===== src/hw/rtl/jts_pkg.sv =====
// jts_pkg: shared types, codes and character helpers of the json token scanner
// used by jts_scan_core, jts_result_fifo, json_token_scanner_top and jts_checker
// no dependencies

package jts_pkg;

    // scanner modes, codes 12 to 15 are never entered and behave like the error mode
    typedef enum logic [3:0] {
        MODE_IDLE   = 4'd0,
        MODE_STR    = 4'd1,
        MODE_ESC    = 4'd2,
        MODE_NSIGN  = 4'd3,
        MODE_NINT   = 4'd4,
        MODE_NDOT   = 4'd5,
        MODE_NFRAC  = 4'd6,
        MODE_NE     = 4'd7,
        MODE_NESIGN = 4'd8,
        MODE_NEXP   = 4'd9,
        MODE_KW     = 4'd10,
        MODE_ERR    = 4'd11
    } mode_t;

    localparam logic [3:0] KIND_LBRACK  = 4'd0;
    localparam logic [3:0] KIND_RBRACK  = 4'd1;
    localparam logic [3:0] KIND_LBRACE  = 4'd2;
    localparam logic [3:0] KIND_RBRACE  = 4'd3;
    localparam logic [3:0] KIND_COMMA   = 4'd4;
    localparam logic [3:0] KIND_COLON   = 4'd5;
    localparam logic [3:0] KIND_TRUE    = 4'd6;
    localparam logic [3:0] KIND_STRING  = 4'd9;
    localparam logic [3:0] KIND_INTEGER = 4'd10;
    localparam logic [3:0] KIND_REAL    = 4'd11;
    localparam logic [3:0] KIND_END     = 4'd12;
    localparam logic [3:0] KIND_ERROR   = 4'd13;

    localparam logic [2:0] ERR_NONE       = 3'd0;
    localparam logic [2:0] ERR_STR_CHAR   = 3'd1;
    localparam logic [2:0] ERR_ESCAPE     = 3'd2;
    localparam logic [2:0] ERR_DIGIT      = 3'd3;
    localparam logic [2:0] ERR_UNKNOWN    = 3'd4;

    localparam logic [1:0] KW_TRUE  = 2'd0;
    localparam logic [1:0] KW_FALSE = 2'd1;
    localparam logic [1:0] KW_NULL  = 2'd2;

    // result queue between the scanner and the output port
    localparam int FIFO_DEPTH = 4;
    localparam int FIFO_AW    = $clog2(FIFO_DEPTH);

    typedef struct packed {
        logic       is_token;
        logic [3:0] token_kind;
        logic [2:0] error_code;
        logic [7:0] payload_char;
        logic       last;
    } result_t;

    // results of one scanned transaction, in order
    typedef struct packed {
        result_t    res0;
        result_t    res1;
        logic [1:0] count;
    } scan_out_t;

    typedef struct packed {
        mode_t      mode;
        logic       res_v;
        result_t    res;
        logic       kw_start;
        logic [1:0] kw_id;
    } idle_step_t;

    function automatic logic is_digit(input logic [7:0] b);
        return (b >= "0") && (b <= "9");
    endfunction

    function automatic logic is_alpha(input logic [7:0] b);
        return ((b >= "a") && (b <= "z")) || ((b >= "A") && (b <= "Z"));
    endfunction

    function automatic logic is_space(input logic [7:0] b);
        return (b == " ") || ((b >= 8'd9) && (b <= 8'd13));
    endfunction

    function automatic result_t mk_token(input logic [3:0] kind);
        result_t r;
        r = '0;
        r.is_token   = 1'b1;
        r.token_kind = kind;
        return r;
    endfunction

    function automatic result_t mk_error(input logic [2:0] code);
        result_t r;
        r = '0;
        r.is_token   = 1'b1;
        r.token_kind = KIND_ERROR;
        r.error_code = code;
        return r;
    endfunction

    function automatic result_t mk_payload(input logic [7:0] ch);
        result_t r;
        r = '0;
        r.payload_char = ch;
        return r;
    endfunction

    // bit 8 set means the escape is not recognized
    function automatic logic [8:0] unescape(input logic [7:0] b);
        logic [8:0] d;
        case (b)
            "\"":    d = {1'b0, 8'h22};
            "\\":    d = {1'b0, 8'h5C};
            "/":     d = {1'b0, 8'h2F};
            "b":     d = {1'b0, 8'd8};
            "f":     d = {1'b0, 8'd12};
            "n":     d = {1'b0, 8'd10};
            "r":     d = {1'b0, 8'd13};
            "t":     d = {1'b0, 8'd9};
            default: d = {1'b1, 8'd0};
        endcase
        return d;
    endfunction

    function automatic logic [2:0] kw_len(input logic [1:0] id);
        logic [2:0] n;
        case (id)
            KW_TRUE:  n = 3'd4;
            KW_FALSE: n = 3'd5;
            KW_NULL:  n = 3'd4;
            default:  n = 3'd0;
        endcase
        return n;
    endfunction

    function automatic logic [7:0] kw_char(input logic [1:0] id, input logic [2:0] pos);
        logic [39:0] text;
        logic [7:0]  c;
        case (id)
            KW_TRUE:  text = {8'd0, "eurt"};
            KW_FALSE: text = "eslaf";
            KW_NULL:  text = {8'd0, "llun"};
            default:  text = '0;
        endcase
        case (pos)
            3'd0:    c = text[7:0];
            3'd1:    c = text[15:8];
            3'd2:    c = text[23:16];
            3'd3:    c = text[31:24];
            3'd4:    c = text[39:32];
            default: c = 8'd0;
        endcase
        return c;
    endfunction

    // a byte seen between tokens
    function automatic idle_step_t scan_idle(input logic [7:0] b);
        idle_step_t s;
        s = '0;
        s.mode = MODE_IDLE;
        if (!is_space(b)) begin
            s.res_v = 1'b1;
            case (b)
                "[": s.res = mk_token(KIND_LBRACK);
                "]": s.res = mk_token(KIND_RBRACK);
                "{": s.res = mk_token(KIND_LBRACE);
                "}": s.res = mk_token(KIND_RBRACE);
                ",": s.res = mk_token(KIND_COMMA);
                ":": s.res = mk_token(KIND_COLON);
                "\"": begin
                    s.res_v = 1'b0;
                    s.mode  = MODE_STR;
                end
                "t", "f", "n": begin
                    s.res_v    = 1'b0;
                    s.mode     = MODE_KW;
                    s.kw_start = 1'b1;
                    s.kw_id    = (b == "t") ? KW_TRUE : ((b == "f") ? KW_FALSE : KW_NULL);
                end
                "-", "+": begin
                    s.mode = MODE_NSIGN;
                    s.res  = mk_payload(b);
                end
                default: begin
                    if (is_digit(b)) begin
                        s.mode = MODE_NINT;
                        s.res  = mk_payload(b);
                    end else begin
                        s.mode = MODE_ERR;
                        s.res  = mk_error(ERR_UNKNOWN);
                    end
                end
            endcase
        end
        return s;
    endfunction

endpackage


===== src/hw/rtl/jts_scan_core.sv =====
// jts_scan_core: scanner state registers and the combinational next-state and result logic
// depends on jts_pkg

module jts_scan_core (
    input  logic              aclk,
    input  logic              aresetn,
    input  logic              fire,
    input  logic [7:0]        in_byte,
    input  logic              end_of_input,
    output jts_pkg::scan_out_t scan_out
);

    jts_pkg::mode_t mode_reg, mode_next;
    logic [1:0] kw_id_reg, kw_id_next;
    logic [2:0] kw_pos_reg, kw_pos_next;
    logic       kw_bad_reg, kw_bad_next;

    logic                 pre_v;
    jts_pkg::result_t     pre_r;
    logic                 sec_v;
    jts_pkg::result_t     sec_r;
    logic                 go_idle;
    logic                 kw_ok;
    logic [8:0]           esc;
    jts_pkg::idle_step_t  idle_s;

    assign idle_s = jts_pkg::scan_idle(in_byte);
    assign esc    = jts_pkg::unescape(in_byte);
    assign kw_ok  = (kw_id_reg != 2'd3) && !kw_bad_reg
                    && (kw_pos_reg == jts_pkg::kw_len(kw_id_reg));

    always_comb begin
        mode_next   = mode_reg;
        kw_id_next  = kw_id_reg;
        kw_pos_next = kw_pos_reg;
        kw_bad_next = kw_bad_reg;
        pre_v       = 1'b0;
        pre_r       = '0;
        sec_v       = 1'b0;
        sec_r       = '0;
        go_idle     = 1'b0;
        if (end_of_input) begin
            case (mode_reg)
                jts_pkg::MODE_STR: begin
                    pre_v = 1'b1;
                    pre_r = jts_pkg::mk_error(jts_pkg::ERR_STR_CHAR);
                end
                jts_pkg::MODE_ESC: begin
                    pre_v = 1'b1;
                    pre_r = jts_pkg::mk_error(jts_pkg::ERR_ESCAPE);
                end
                jts_pkg::MODE_NSIGN, jts_pkg::MODE_NDOT, jts_pkg::MODE_NESIGN: begin
                    pre_v = 1'b1;
                    pre_r = jts_pkg::mk_error(jts_pkg::ERR_DIGIT);
                end
                jts_pkg::MODE_NINT: begin
                    pre_v = 1'b1;
                    pre_r = jts_pkg::mk_token(jts_pkg::KIND_INTEGER);
                end
                jts_pkg::MODE_NFRAC, jts_pkg::MODE_NE, jts_pkg::MODE_NEXP: begin
                    pre_v = 1'b1;
                    pre_r = jts_pkg::mk_token(jts_pkg::KIND_REAL);
                end
                jts_pkg::MODE_KW: begin
                    pre_v = 1'b1;
                    pre_r = kw_ok ? jts_pkg::mk_token(jts_pkg::KIND_TRUE + {2'b00, kw_id_reg})
                                  : jts_pkg::mk_error(jts_pkg::ERR_UNKNOWN);
                end
                default: begin
                    pre_v = 1'b0;
                end
            endcase
            sec_v       = 1'b1;
            sec_r       = jts_pkg::mk_token(jts_pkg::KIND_END);
            mode_next   = jts_pkg::MODE_IDLE;
            kw_id_next  = 2'd0;
            kw_pos_next = 3'd0;
            kw_bad_next = 1'b0;
        end else begin
            case (mode_reg)
                jts_pkg::MODE_IDLE: begin
                    go_idle = 1'b1;
                end
                jts_pkg::MODE_STR: begin
                    pre_v = 1'b1;
                    if (in_byte == "\"") begin
                        mode_next = jts_pkg::MODE_IDLE;
                        pre_r     = jts_pkg::mk_token(jts_pkg::KIND_STRING);
                    end else if (in_byte == "\\") begin
                        pre_v     = 1'b0;
                        mode_next = jts_pkg::MODE_ESC;
                    end else if (in_byte == 8'd10 || in_byte == 8'd13 || in_byte == 8'd0) begin
                        mode_next = jts_pkg::MODE_ERR;
                        pre_r     = jts_pkg::mk_error(jts_pkg::ERR_STR_CHAR);
                    end else begin
                        pre_r = jts_pkg::mk_payload(in_byte);
                    end
                end
                jts_pkg::MODE_ESC: begin
                    pre_v = 1'b1;
                    if (esc[8]) begin
                        mode_next = jts_pkg::MODE_ERR;
                        pre_r     = jts_pkg::mk_error(jts_pkg::ERR_ESCAPE);
                    end else begin
                        mode_next = jts_pkg::MODE_STR;
                        pre_r     = jts_pkg::mk_payload(esc[7:0]);
                    end
                end
                jts_pkg::MODE_NSIGN, jts_pkg::MODE_NDOT, jts_pkg::MODE_NESIGN: begin
                    pre_v = 1'b1;
                    if (!jts_pkg::is_digit(in_byte)) begin
                        mode_next = jts_pkg::MODE_ERR;
                        pre_r     = jts_pkg::mk_error(jts_pkg::ERR_DIGIT);
                    end else begin
                        pre_r = jts_pkg::mk_payload(in_byte);
                        if (mode_reg == jts_pkg::MODE_NSIGN) begin
                            mode_next = jts_pkg::MODE_NINT;
                        end else if (mode_reg == jts_pkg::MODE_NDOT) begin
                            mode_next = jts_pkg::MODE_NFRAC;
                        end else begin
                            mode_next = jts_pkg::MODE_NEXP;
                        end
                    end
                end
                jts_pkg::MODE_NINT, jts_pkg::MODE_NFRAC: begin
                    pre_v = 1'b1;
                    if (jts_pkg::is_digit(in_byte)) begin
                        pre_r = jts_pkg::mk_payload(in_byte);
                    end else if (in_byte == "." && mode_reg == jts_pkg::MODE_NINT) begin
                        mode_next = jts_pkg::MODE_NDOT;
                        pre_r     = jts_pkg::mk_payload(in_byte);
                    end else if (in_byte == "e" || in_byte == "E") begin
                        mode_next = jts_pkg::MODE_NE;
                        pre_r     = jts_pkg::mk_payload(in_byte);
                    end else begin
                        // number ends here, the byte starts the next token
                        go_idle = 1'b1;
                        pre_r   = jts_pkg::mk_token((mode_reg == jts_pkg::MODE_NINT)
                                                    ? jts_pkg::KIND_INTEGER
                                                    : jts_pkg::KIND_REAL);
                    end
                end
                jts_pkg::MODE_NE: begin
                    pre_v = 1'b1;
                    if (in_byte == "+" || in_byte == "-") begin
                        mode_next = jts_pkg::MODE_NESIGN;
                        pre_r     = jts_pkg::mk_payload(in_byte);
                    end else if (jts_pkg::is_digit(in_byte)) begin
                        mode_next = jts_pkg::MODE_NEXP;
                        pre_r     = jts_pkg::mk_payload(in_byte);
                    end else begin
                        go_idle = 1'b1;
                        pre_r   = jts_pkg::mk_token(jts_pkg::KIND_REAL);
                    end
                end
                jts_pkg::MODE_NEXP: begin
                    pre_v = 1'b1;
                    if (jts_pkg::is_digit(in_byte)) begin
                        pre_r = jts_pkg::mk_payload(in_byte);
                    end else begin
                        go_idle = 1'b1;
                        pre_r   = jts_pkg::mk_token(jts_pkg::KIND_REAL);
                    end
                end
                jts_pkg::MODE_KW: begin
                    if (jts_pkg::is_alpha(in_byte)) begin
                        if (!kw_bad_reg) begin
                            if (kw_id_reg != 2'd3
                                && kw_pos_reg < jts_pkg::kw_len(kw_id_reg)
                                && jts_pkg::kw_char(kw_id_reg, kw_pos_reg) == in_byte) begin
                                kw_pos_next = kw_pos_reg + 3'd1;
                            end else begin
                                kw_bad_next = 1'b1;
                            end
                        end
                    end else begin
                        pre_v = 1'b1;
                        if (kw_ok) begin
                            go_idle = 1'b1;
                            pre_r   = jts_pkg::mk_token(jts_pkg::KIND_TRUE + {2'b00, kw_id_reg});
                        end else begin
                            mode_next = jts_pkg::MODE_ERR;
                            pre_r     = jts_pkg::mk_error(jts_pkg::ERR_UNKNOWN);
                        end
                    end
                end
                default: begin
                    pre_v = 1'b0;
                end
            endcase
            if (go_idle) begin
                mode_next = idle_s.mode;
                sec_v     = idle_s.res_v;
                sec_r     = idle_s.res;
                if (idle_s.kw_start) begin
                    kw_id_next  = idle_s.kw_id;
                    kw_pos_next = 3'd1;
                    kw_bad_next = 1'b0;
                end
            end
        end
    end

    // pack the results in order and mark the final one
    always_comb begin
        scan_out       = '0;
        scan_out.count = {1'b0, pre_v} + {1'b0, sec_v};
        scan_out.res0  = pre_v ? pre_r : sec_r;
        scan_out.res1  = sec_r;
        if (pre_v && sec_v) begin
            scan_out.res1.last = 1'b1;
        end else begin
            scan_out.res0.last = 1'b1;
        end
    end

    always_ff @(posedge aclk) begin
        if (!aresetn) begin
            mode_reg   <= jts_pkg::MODE_IDLE;
            kw_id_reg  <= 2'd0;
            kw_pos_reg <= 3'd0;
            kw_bad_reg <= 1'b0;
        end else if (fire) begin
            mode_reg   <= mode_next;
            kw_id_reg  <= kw_id_next;
            kw_pos_reg <= kw_pos_next;
            kw_bad_reg <= kw_bad_next;
        end
    end

endmodule


===== src/hw/rtl/jts_result_fifo.sv =====
// jts_result_fifo: small result queue, up to two writes and one read per cycle
// depends on jts_pkg

module jts_result_fifo (
    input  logic               aclk,
    input  logic               aresetn,
    input  logic               push,
    input  jts_pkg::scan_out_t wr_data,
    output logic               has_room,
    output logic               rd_valid,
    input  logic               rd_ready,
    output jts_pkg::result_t   rd_data
);

    localparam int AW = jts_pkg::FIFO_AW;

    jts_pkg::result_t entry_reg [jts_pkg::FIFO_DEPTH];
    logic [AW-1:0] wr_ptr_reg, wr_ptr_next;
    logic [AW-1:0] rd_ptr_reg, rd_ptr_next;
    logic [AW:0]   count_reg, count_next;
    logic [1:0]    n_push;
    logic          pop;

    assign n_push   = push ? wr_data.count : 2'd0;
    assign pop      = rd_valid && rd_ready;
    assign rd_valid = (count_reg != '0);
    assign rd_data  = entry_reg[rd_ptr_reg];
    // room for the two results one transaction can give
    assign has_room = (count_reg <= (AW+1)'(jts_pkg::FIFO_DEPTH - 2));

    always_comb begin
        wr_ptr_next = wr_ptr_reg + AW'(n_push);
        rd_ptr_next = rd_ptr_reg + AW'(pop);
        count_next  = count_reg + (AW+1)'(n_push) - (AW+1)'(pop);
    end

    always_ff @(posedge aclk) begin
        if (!aresetn) begin
            wr_ptr_reg <= '0;
            rd_ptr_reg <= '0;
            count_reg  <= '0;
        end else begin
            wr_ptr_reg <= wr_ptr_next;
            rd_ptr_reg <= rd_ptr_next;
            count_reg  <= count_next;
        end
    end

    always_ff @(posedge aclk) begin
        if (n_push != 2'd0) begin
            entry_reg[wr_ptr_reg] <= wr_data.res0;
        end
        if (n_push == 2'd2) begin
            entry_reg[wr_ptr_reg + AW'(1)] <= wr_data.res1;
        end
    end

endmodule


===== src/hw/rtl/json_token_scanner_top.sv =====
// json_token_scanner_top: streaming json lexer, one text byte per transaction
// depends on jts_pkg, jts_scan_core and jts_result_fifo
//
//   channel | direction | handshake        | fields
//   s_      | in        | s_valid/s_ready  | in_byte, end_of_input
//   m_      | out       | m_valid/m_ready  | is_token, token_kind, error_code,
//           |           |                  | payload_char, last
//
// one input transaction is taken per cycle while s_ready is high; its zero, one or two results are
// computed in the same cycle and written into a four-entry result queue
// the output gives one result per cycle from the queue head while m_ready is high, so the sustained
// rate is one byte per cycle as long as bytes give at most one result each
// s_ready is low while the queue has fewer than two free entries
// reset returns the scanner to idle and empties the queue

module json_token_scanner_top (
    input  logic       aclk,
    input  logic       aresetn,
    input  logic       s_valid,
    output logic       s_ready,
    input  logic [7:0] s_in_byte,
    input  logic       s_end_of_input,
    output logic       m_valid,
    input  logic       m_ready,
    output logic       m_is_token,
    output logic [3:0] m_token_kind,
    output logic [2:0] m_error_code,
    output logic [7:0] m_payload_char,
    output logic       m_last
);

    logic               fire;
    jts_pkg::scan_out_t scan_out;
    jts_pkg::result_t   head;

    assign fire = s_valid && s_ready;

    jts_scan_core u_core (
        .aclk         (aclk),
        .aresetn      (aresetn),
        .fire         (fire),
        .in_byte      (s_in_byte),
        .end_of_input (s_end_of_input),
        .scan_out     (scan_out)
    );

    jts_result_fifo u_fifo (
        .aclk     (aclk),
        .aresetn  (aresetn),
        .push     (fire),
        .wr_data  (scan_out),
        .has_room (s_ready),
        .rd_valid (m_valid),
        .rd_ready (m_ready),
        .rd_data  (head)
    );

    assign m_is_token     = head.is_token;
    assign m_token_kind   = head.token_kind;
    assign m_error_code   = head.error_code;
    assign m_payload_char = head.payload_char;
    assign m_last         = head.last;

endmodule


===== config.mk =====
export PLATFORM = sky130hd
export DESIGN_NAME = json_token_scanner_top
export DESIGN_NICKNAME = d
export VERILOG_FILES = /design/src/hw/rtl/jts_pkg.sv /design/src/hw/rtl/jts_scan_core.sv /design/src/hw/rtl/jts_result_fifo.sv /design/src/hw/rtl/json_token_scanner_top.sv
export SDC_FILE = /design/constraint.sdc
export NUM_CORES = 1
export LEC_CHECK = 0
export ABC_AREA = 1
export BUFFER_PORTS_ARGS = -buffer_cell sky130_fd_sc_hd__buf_2
export CORE_MARGIN = 2
export CORE_UTILIZATION = 39
export CTS_CLUSTER_DIAMETER = 100
export DETAILED_ROUTE_END_ITERATION = 6
export GPL_ROUTABILITY_DRIVEN = 0
export PLACE_DENSITY_LB_ADDON = 0.3
export SYNTH_ARGS = -nofsm -noshare
export SYNTH_HDL_FRONTEND = slang
export SYNTH_HIERARCHICAL = 1
export SYNTH_SLANG_ARGS = --single-unit
export TNS_END_PERCENT = 100

===== constraint.sdc =====
create_clock -name aclk -period 4.65 [get_ports aclk]
set_input_delay 0.2325 -clock aclk [delete_from_list [all_inputs] [get_ports aclk]]
set_output_delay 0.2325 -clock aclk [all_outputs]
set_load 0.05 [all_outputs]

[Yosys cells after proc, flatten, opt, wreduce, memory -nomap -nowiden]
Memories as Yosys holds them, arrays and structs flattened. A register that Yosys moved wholly into a read port is not among the register bits.
Index checks and enable logic that the tools add are counted.
Storage, ports and cells
  bits in registers: 17
  memory bits (writable): 68
  bits of input ports: 13
  output and inout bits: 19
  logic and storage cells: 213
  memories: 1
Memories
  u_fifo.entry_reg: depth 4, width 17, read ports 1, clocked after Yosys merged registers in 1, write ports 2, RTL line jts_result_fifo.sv:17  | jts_pkg::result_t entry_reg [jts_pkg::FIFO_DEPTH];
Cells by class
  add/subtract/negate cells: 8
  magnitude comparators: 10
  equality and inequality tests: 48
  muxes and demuxes: 99
  reduce and logical (&&, ||, !) cells: 40
Operators by type and width (number)
  2-to-1 mux 17 bit: 16
  one-hot mux 17 bit (8 select lines): 1
  one-hot mux 17 bit (7 select lines): 1
  one-hot mux 39 bit (3 select lines): 1
  one-hot mux 17 bit (6 select lines): 1
  == test 8 x 7 -> 1 bit, second input constant: 12
  one-hot mux 9 bit (8 select lines): 1
  2-to-1 mux 4 bit: 17
  == test 8 x 6 -> 1 bit, second input constant: 8
  one-hot mux 8 bit (5 select lines): 1
  2-to-1 mux 3 bit: 12
  2-to-1 mux 8 bit: 4
  2-to-1 mux 1 bit: 30
  2-to-1 mux 25 bit: 1
  one-hot mux 4 bit (6 select lines): 1
  == test 4 x 3 -> 1 bit, second input constant: 4
  == test 8 x 4 -> 1 bit, second input constant: 2
  greater-or-equal comparator 8 x 7 -> 1 bit, second input constant: 2
  less-or-equal comparator 8 x 7 -> 1 bit, second input constant: 2
  2-to-1 mux 16 bit: 1
  one-hot mux 4 bit (4 select lines): 1
  2-to-1 mux 2 bit: 7
  == test 4 bit, second input constant: 3
  logical AND 1 bit: 12
  47 further kinds: 64

[Depth between registers and ports, before layout]
Gate-level depths: netlist of run 1.
  depth after elaboration: 17
  depth in mapped cells: 23
  mapped depth without buffers: 23

[By module]
Netlist of run 1, hierarchy kept.
By module, submodules not included
  jts_result_fifo: times used 1, cells each 398, area an instance 3998.8 um^2, seq. area each 2182.1 um^2
  jts_scan_core: times used 1, cells each 503, area an instance 2656.3 um^2, seq. area each 200.2 um^2
  json_token_scanner_top: times used 1, cells each 2, area an instance 7.5 um^2, seq. area each 0.0 um^2

[Least setup slack after synthesis of run 1]
Ideal clock, no wire load.
  kind: register -> register
  from: register u_core.kw_id_reg[1]
  to: memory u_fifo/entry_reg[3][0] (netlist bit) (enable)
  setup time: 0.415 ns
  arrival time: 3.409 ns
  required time: 4.235 ns
  slack: 0.827 ns
  cell stages (with the launch flop): 15
  buffers on the path: 0
  period minus slack after synthesis: 3.823 ns
  cell sequence: dfxtp_1 -> inv_1 -> ha_1 -> ha_1 -> nand4_1 -> o21ai_2 -> nor2_4 -> nand2_8 -> nand3_1 -> nand2_1 -> ha_1 -> nand2_1 -> inv_1 -> nor2_1 -> o21ai_0
RTL lines
  start, declared: RTL line jts_scan_core.sv:14  | logic [1:0] kw_id_reg, kw_id_next;
  start signal, assigned: RTL line jts_scan_core.sv:225  | kw_id_reg <= kw_id_next;
  end, declared: RTL line jts_result_fifo.sv:17

==> summary.md, run 1 <==
| Metric | Value |
|---|---|
| Final Hold Viols | 0 |
| Row count | 47 |
| Final min period | ~3.8 ns |
| Crit path required time | 4.62 ns |
| Netlist cell types | 54 |
| Synth area leaders | edfxtp_1, nand2_1, o21ai_2 |
| Worst setup SP type | flop |
| RSZ-0062 raised after global routing | false |
| Largest net degree at the start of global routing | 36 |
| Via count of the first global-routing pass | 5544 |
| M1 WL | slightly below 8000 µm |
| Setup TNS | 0 ns |
| Max Fclk | 0.263 GHz |
| Max reg flops | 68 |
| Worst min path class | input port to flop |
| Clk root buf | clkbuf_16 |
| Worst setup path class | flop to flop |
| Setup Fix Bufs, Post-CTS | 0 |
| Post-route ant nets | 0 |
| Share of cells above drive strength 1 | 17.4% |
| Via count | 6074 |
| Maximum fanout along the worst path | 35 |
| Met3 routed WL | 1310 µm |
| Core Area | 16600 µm² |
| IO Count | 32 |
| Most frequent cells in the layout | nand2_1, nor2_1, inv_1, edfxtp_1, o21ai_0 |
| Total CTS buffers | 9 |
| Initial Util | between 40% and 50% |
| Yosys warning count | 6 |
| Least-Margin Pin Slew | 0.882 ns |
| Post-synth top area share | 30.6% |
| Clk_lat worst skew | 0.35 ns |
| Count of state elements after synthesis | 85 |
| Flop2flop setup slack | 0.85 ns |
| Initial DRT Pass Iterations | 6 |
| HP Start | m_ready |
| Dominant synthesized flop cell | edfxtp_1 |
| Detailed Place HPWL | 13000 µm |
| Leak Pwr | 3.17 nW |
| Seq/Total Area, Yosys | 35.8% |
| Metal2 WL | between 7000 and 8000 µm |
| Total GRT Usage | 19.8% |
| PD cells | between 500 and 600 nW/µm² |
| Max VDD drop | approximately 0.25 mV |
| Final period utilization | between 80% and 90% |
| Reg2reg path depth | 14 |
| Die Wd | 135 µm |
| Critical path arrival | ~3.8 ns |
| Diode count | 0 |
| Cell taking the most area after synthesis | edfxtp_1 |
| Chip Height | 135 µm |
| Die ar. | 18100 µm² |
| Hold buffers post-CTS | 0 |
| Critical R2R Launch | u_core/kw_id_reg[1] |
| Final Skew | 0.0123 ns |
| Number of port buffers | 31 |
| Hold endpoint | u_fifo/rd_ptr_reg[0] |
| Resized cells post-CTS | 0 |
| Commonest non-fill, non-tap cell in the layout | nand2_1 |
| Status | complete, no violations |
| Initial antenna violation count | 0 |
| Routed wire length per instance | roughly 15 µm |
| Setup Viol. Count Final | 0 |
| Post-Syn Area | between 6000 and 7000 µm² |
| Final nets | 946 |
| Synth Instances | about 900 |
| Worst setup margin | ~0.85 ns |
| R2R Path End | u_fifo/entry_reg[0][0] |
| Filler instances | around 1700 |
| Ys async rst share | 0% |
| Dpl ws | between 0.8 and 0.9 ns |
| DR vias/cell | 5.32 |
| Drt first-iter violations | 702 |
| Max-cap violation count | 0 |
| Hold Path Cell Cnt | 3 |
| CTS tree | done |
| Slew HR | around two fifths |
| DRC violations left | 0 |
| Top sig layer | met4 |
| Worst-path clk slew | 0.06 ns |
| Synthesis-to-layout area growth | 7.44% |
| Max Root-Sink Buffers | 2 |
| Max-slew violation count | 0 |
| Synthesized area per cell | 7.38 µm² |
| First-pass GRT wire length | 28200 µm |
| Clk sink count | 85 |
| CP Capture Type | flop |
| Htree depth | 3 |
| EDFF count, synth | 68 |
| Post-Route WL | roughly 17000 µm |
| Grt ovf | 0 |
[cell usage after synthesis (10+ instances only)]
master    count
buf_2        12
o21ai_0      64
inv_1        87
ha_1         16
o21ai_2      55
nor3_1       11
o21ai_1      21
nor2_1       96
buf_6        12
o22ai_1      18
a21oi_1      26
nor2_4       10
nand4_1      12
nand2_1     238
edfxtp_1     68
nand2_2      10
inv_2        12
nand3_1      60
dfxtp_1      17
[worst max path at each step]
stage	end	slack [ns]	cells after the start	startpoint
5_1_grt	u_fifo/entry_reg[0][0]	0.46	15	u_core/mode_reg[2]
3_3_place_gp	u_fifo/entry_reg[1][11]	0.95	14	u_core/kw_id_reg[1]
6_report	u_fifo/entry_reg[0][0]	0.85	14	u_core/kw_id_reg[1]
3_5_place_dp	u_fifo/entry_reg[0][7]	0.84	14	u_core/kw_id_reg[1]
4_1_cts	u_fifo/entry_reg[0][0]	0.83	14	u_core/kw_id_reg[1]
2_1_floorplan	u_fifo/entry_reg[3][0]	0.83	14	u_core/kw_id_reg[1]
[cells by family (layout without fill, tap and decap cells)]
| group | after synthesis | count (layout) | synth area share, % |
|---|---|---|---|
| compound gates | 202 | 202 | 19.5 |
| xor+xnor | 3 | 3 | 0.394 |
| fa+ha+maj | 17 | 17 | 3.31 |
| buf+inv | 136 | 151 | 9.63 |
| flops | 85 | 85 | 35.8 |
| other cells | 1 | 4 | 0.0563 |
| simple gates | 459 | 459 | 31.4 |
[where the power goes]
part	total, W	switching (W)	internal [W]	leakage, nW
clock	0.000694	0.000313	0.000381	0.144
combinational	0.00228	0.00166	0.000619	2.25
sequential	0.00126	0.000103	0.00116	0.773
total	0.00423	0.00208	0.00216	3.17
[final cells by class]
cell class / instances / area (µm²) / share of cell area, %
clock buffers: 10 / 239 / 3.34
clock inverters: 6 / 47.5 / 0.664
inverters: 101 / 387 / 5.40
multi-input cells: 685 / 3650 / 51.0
flip-flops and latches: 85 / 2380 / 33.3
well taps: 220 / 275 / 3.85
repair buffers: 34 / 178 / 2.48
[per-layer routing]
metal,vias to the layer above,global-route usage (%)
met3,45,4.28
met1,2746,26.1
met5,-,0
li1,3047,-
met4,0,6.32
met2,236,32.3
[metrics by stage]
step	power (W)	area [µm²]	std cells	hold WS (ns)	util, %
6_report	0.00423	7160	1141	0.204	43.0
5_1_grt	0.00454	7160	1141	0.211	43.0
4_1_cts	0.00425	7160	1141	0.192	43.0
3_5_place_dp	0.00354	6870	1125	0.509	41.3
3_3_place_gp	0.00353	6870	1125	0.502	41.3
2_1_floorplan	0.00308	6670	906	0.326	-
[worst max-delay path, stage by stage, from the launching register on]
cell and delay (ns):
dfxtp_1 0.37, inv_1 0.11, ha_1 0.20, ha_1 0.27
nand4_1 0.21, o21ai_2 0.25, nor2_4 0.07, nand2_8 0.11
nand3_1 0.09, nand2_1 0.08, ha_1 0.20, nand2_2 0.13
nor2_8 0.20, nand3_4 0.39, nand2_1 0.74
(Power assumes the default switching activity.)
==> run 2, diff against run 1 <==
clock period = 3.45 ns   (was 4.65 ns; I/O delays follow)
==> run 2 against run 1 <==
  * Design area increased by 1.9%
  * Via count down 1.1%
  * Sequential share of layout area is 0.56 points lower
  * Final cell count is 1.3% higher
  * Clock-buffer cell count is 1 lower
  * Hold slack got worse by 0.019 ns
  * Global-route usage grew 0.58 points
  * Critical endpoint is now u_fifo/count_reg[2]
  * Combinational power increased by 40%
  * Flip-flop and latch count unchanged
  * First-iteration DRC count is 36% lower
  * Die area stayed put
==> summary.md, run 2 (synthesis results as in run 1) <==
| Metric | Value |
|---|---|
| Status | complete, no violations |
| Hold WS | 0.185 ns |
| Number of port buffers | 31 |
| Max reg flops | 68 |
| Initial DRT Pass Iterations | 5 |
| Core Area | 16600 µm² |
| DRC violations left | 0 |
| Worst-path clk slew | around 0.070 ns |
| Drt first-iter violations | 448 |
| Final nets | 962 |
| Worst min path class | input port to flop |
| Register Area | 2390 µm² |
| RSZ-0062 raised after global routing | false |
| Total GRT Usage | between 20% and 30% |
| Filler instances | 1716 |
| PD cells | 787 nW/µm² |
| Max-cap violation count | 0 |
| Htree depth | 3 |
| Resized cells post-CTS | 0 |
| Grt ovf | 0 |
| Max Root-Sink Buffers | 2 |
| Routed wire length per instance | 15.3 µm |
| Total CTS buffers | 9 |
| Setup Viol. Count Final | 0 |
| Reg power frac | between 20 and 30% |
| Synthesis-to-layout area growth | 9.45% |
| Switching share of power | 48.6% |
| Max VDD drop | roughly 0.43 mV |
| First-pass GRT wire length | 29000 µm |
| Diode count | 0 |
| Worst setup path class | flop to flop |
| Clk root buf | clkbuf_16 |
| Max Fclk | 0.313 GHz |
| Crit path required time | 3.69 ns |
| Share of cells above drive strength 1 | 19.1% |
| Initial Util | 40.0% |
| CTS tree | done |
| Commonest non-fill, non-tap cell in the layout | nand2_1 |
| Post-Route WL | approximately 18000 µm |
| Cell-internal power | 0.00295 W |
| Maximum fanout along the worst path | 10 |
| Critical path arrival | 3.43 ns |
| Final Skew | 0.00992 ns |
| Worst setup SP type | flop |
| Slew HR | approximately 46% |
| Final Hold Viols | 0 |
| IO Count | 32 |
| Clk sink count | 85 |
| Largest net degree at the start of global routing | 37 |
| Most frequent cells in the layout | nand2_1, nor2_1, inv_1, edfxtp_1, o21ai_0 |
| Cell Area, Placed | 7020 µm² |
| Chip Height | 135 µm |
| DR vias/cell | just over 5 |
| Logic gate share of total power | 55.7% |
| Final Total Pwr | 0.00574 W |
| Max-slew violation count | 0 |
| Final period utilization | 92.5% |
| Via count | 6005 |
| Clk_lat worst skew | ~0.35 ns |
| Via count of the first global-routing pass | 5620 |
| Hold buffers post-CTS | 0 |
| Fin area | 7290 µm² |
| Leak Pwr | 3.24 nW |
| Detailed Place HPWL | 12900 µm |
| Setup Fix Bufs, Post-CTS | 0 |
| CP Capture Type | flop |
| Setup TNS | 0 ns |
| Post-route ant nets | 0 |
| Die Wd | 135 µm |
| Least-Margin Pin Slew | around 0.80 ns |
| Row count | 47 |
| Initial antenna violation count | 0 |
| Die ar. | approximately 18000 µm² |
| Psw | 0.00279 W |
| Final min period | 3.19 ns |
| Clock power share | 15.4% |
| Multi-input logic area | 3660 µm² |
## run 2: cell count changes in the layout (fill, tap and decap cells not counted), sizes merged
cell      change
clkinv        -1
clkinvlp      +1
clkbuf        -1
buf          +16
## run 2: layer usage
metal | wire length, µm | global-route usage, % | up-vias | share of wire, %
met1 | 8180 | 27.1 | 2702 | 46
met3 | 907 | 3.49 | 46 | 5.1
met2 | 8150 | 33.6 | 173 | 46
met4 | 398 | 6.49 | 0 | 2.3
met5 | 0 | 0 | - | 0
li1 | - | - | 3084 | -
## run 2: metrics by stage
stage,std cells,setup WS (ns),util (%)
after floorplan,906,0.0864,-
after global placement,1141,0.252,42.2
after detailed placement,1141,0.148,42.2
after CTS,1156,0.138,43.7
after global routing,1156,0.00824,43.8
final,1156,0.260,43.8
## run 2: critical path, stage by stage, from the launching register on
cell and delay, ns:
dfxtp_1 0.34, ha_1 0.24, ha_1 0.30, nand4_1 0.15, o21ai_2 0.19, nor2_4 0.07
nand2_8 0.11, nand3_1 0.08, nand2_1 0.10, ha_1 0.21, nand2_2 0.13, ha_1 0.32
inv_1 0.05, fa_1 0.42, xor2_1 0.20, nand2_1 0.07, nand2_1 0.06, nor2_1 0.04
## run 2: power by group through the flow
stage / combinational, W / sequential [W] / clock, W
floorplan: 0.00250 / 0.00165 / 0
global placement: 0.00316 / 0.00167 / 0
detailed placement: 0.00318 / 0.00168 / 0
CTS: 0.00319 / 0.00165 / 0.000905
global route: 0.00355 / 0.00169 / 0.000946
finish: 0.00320 / 0.00165 / 0.000885
## run 2: layout make-up
class | count | share of cell area, %
inverters | 101 | 5.30
multi-input cells | 685 | 50.2
flip-flops and latches | 85 | 32.7
well taps | 220 | 3.77
clock inverters | 6 | 0.532
clock buffers | 9 | 3.09
repair buffers | 50 | 4.43
## run 2: final timing paths
kind                       startpoint              endpoint  slack, ns  cells after the start
setup reg to reg  u_core/kw_id_reg[0]   u_fifo/count_reg[2]       0.26                     17
hold reg to reg   u_fifo/count_reg[2]   u_fifo/count_reg[2]       0.53                      2
setup / recovery  u_core/kw_id_reg[0]   u_fifo/count_reg[2]       0.26                     17
hold / removal                m_ready  u_fifo/rd_ptr_reg[0]       0.18                      3
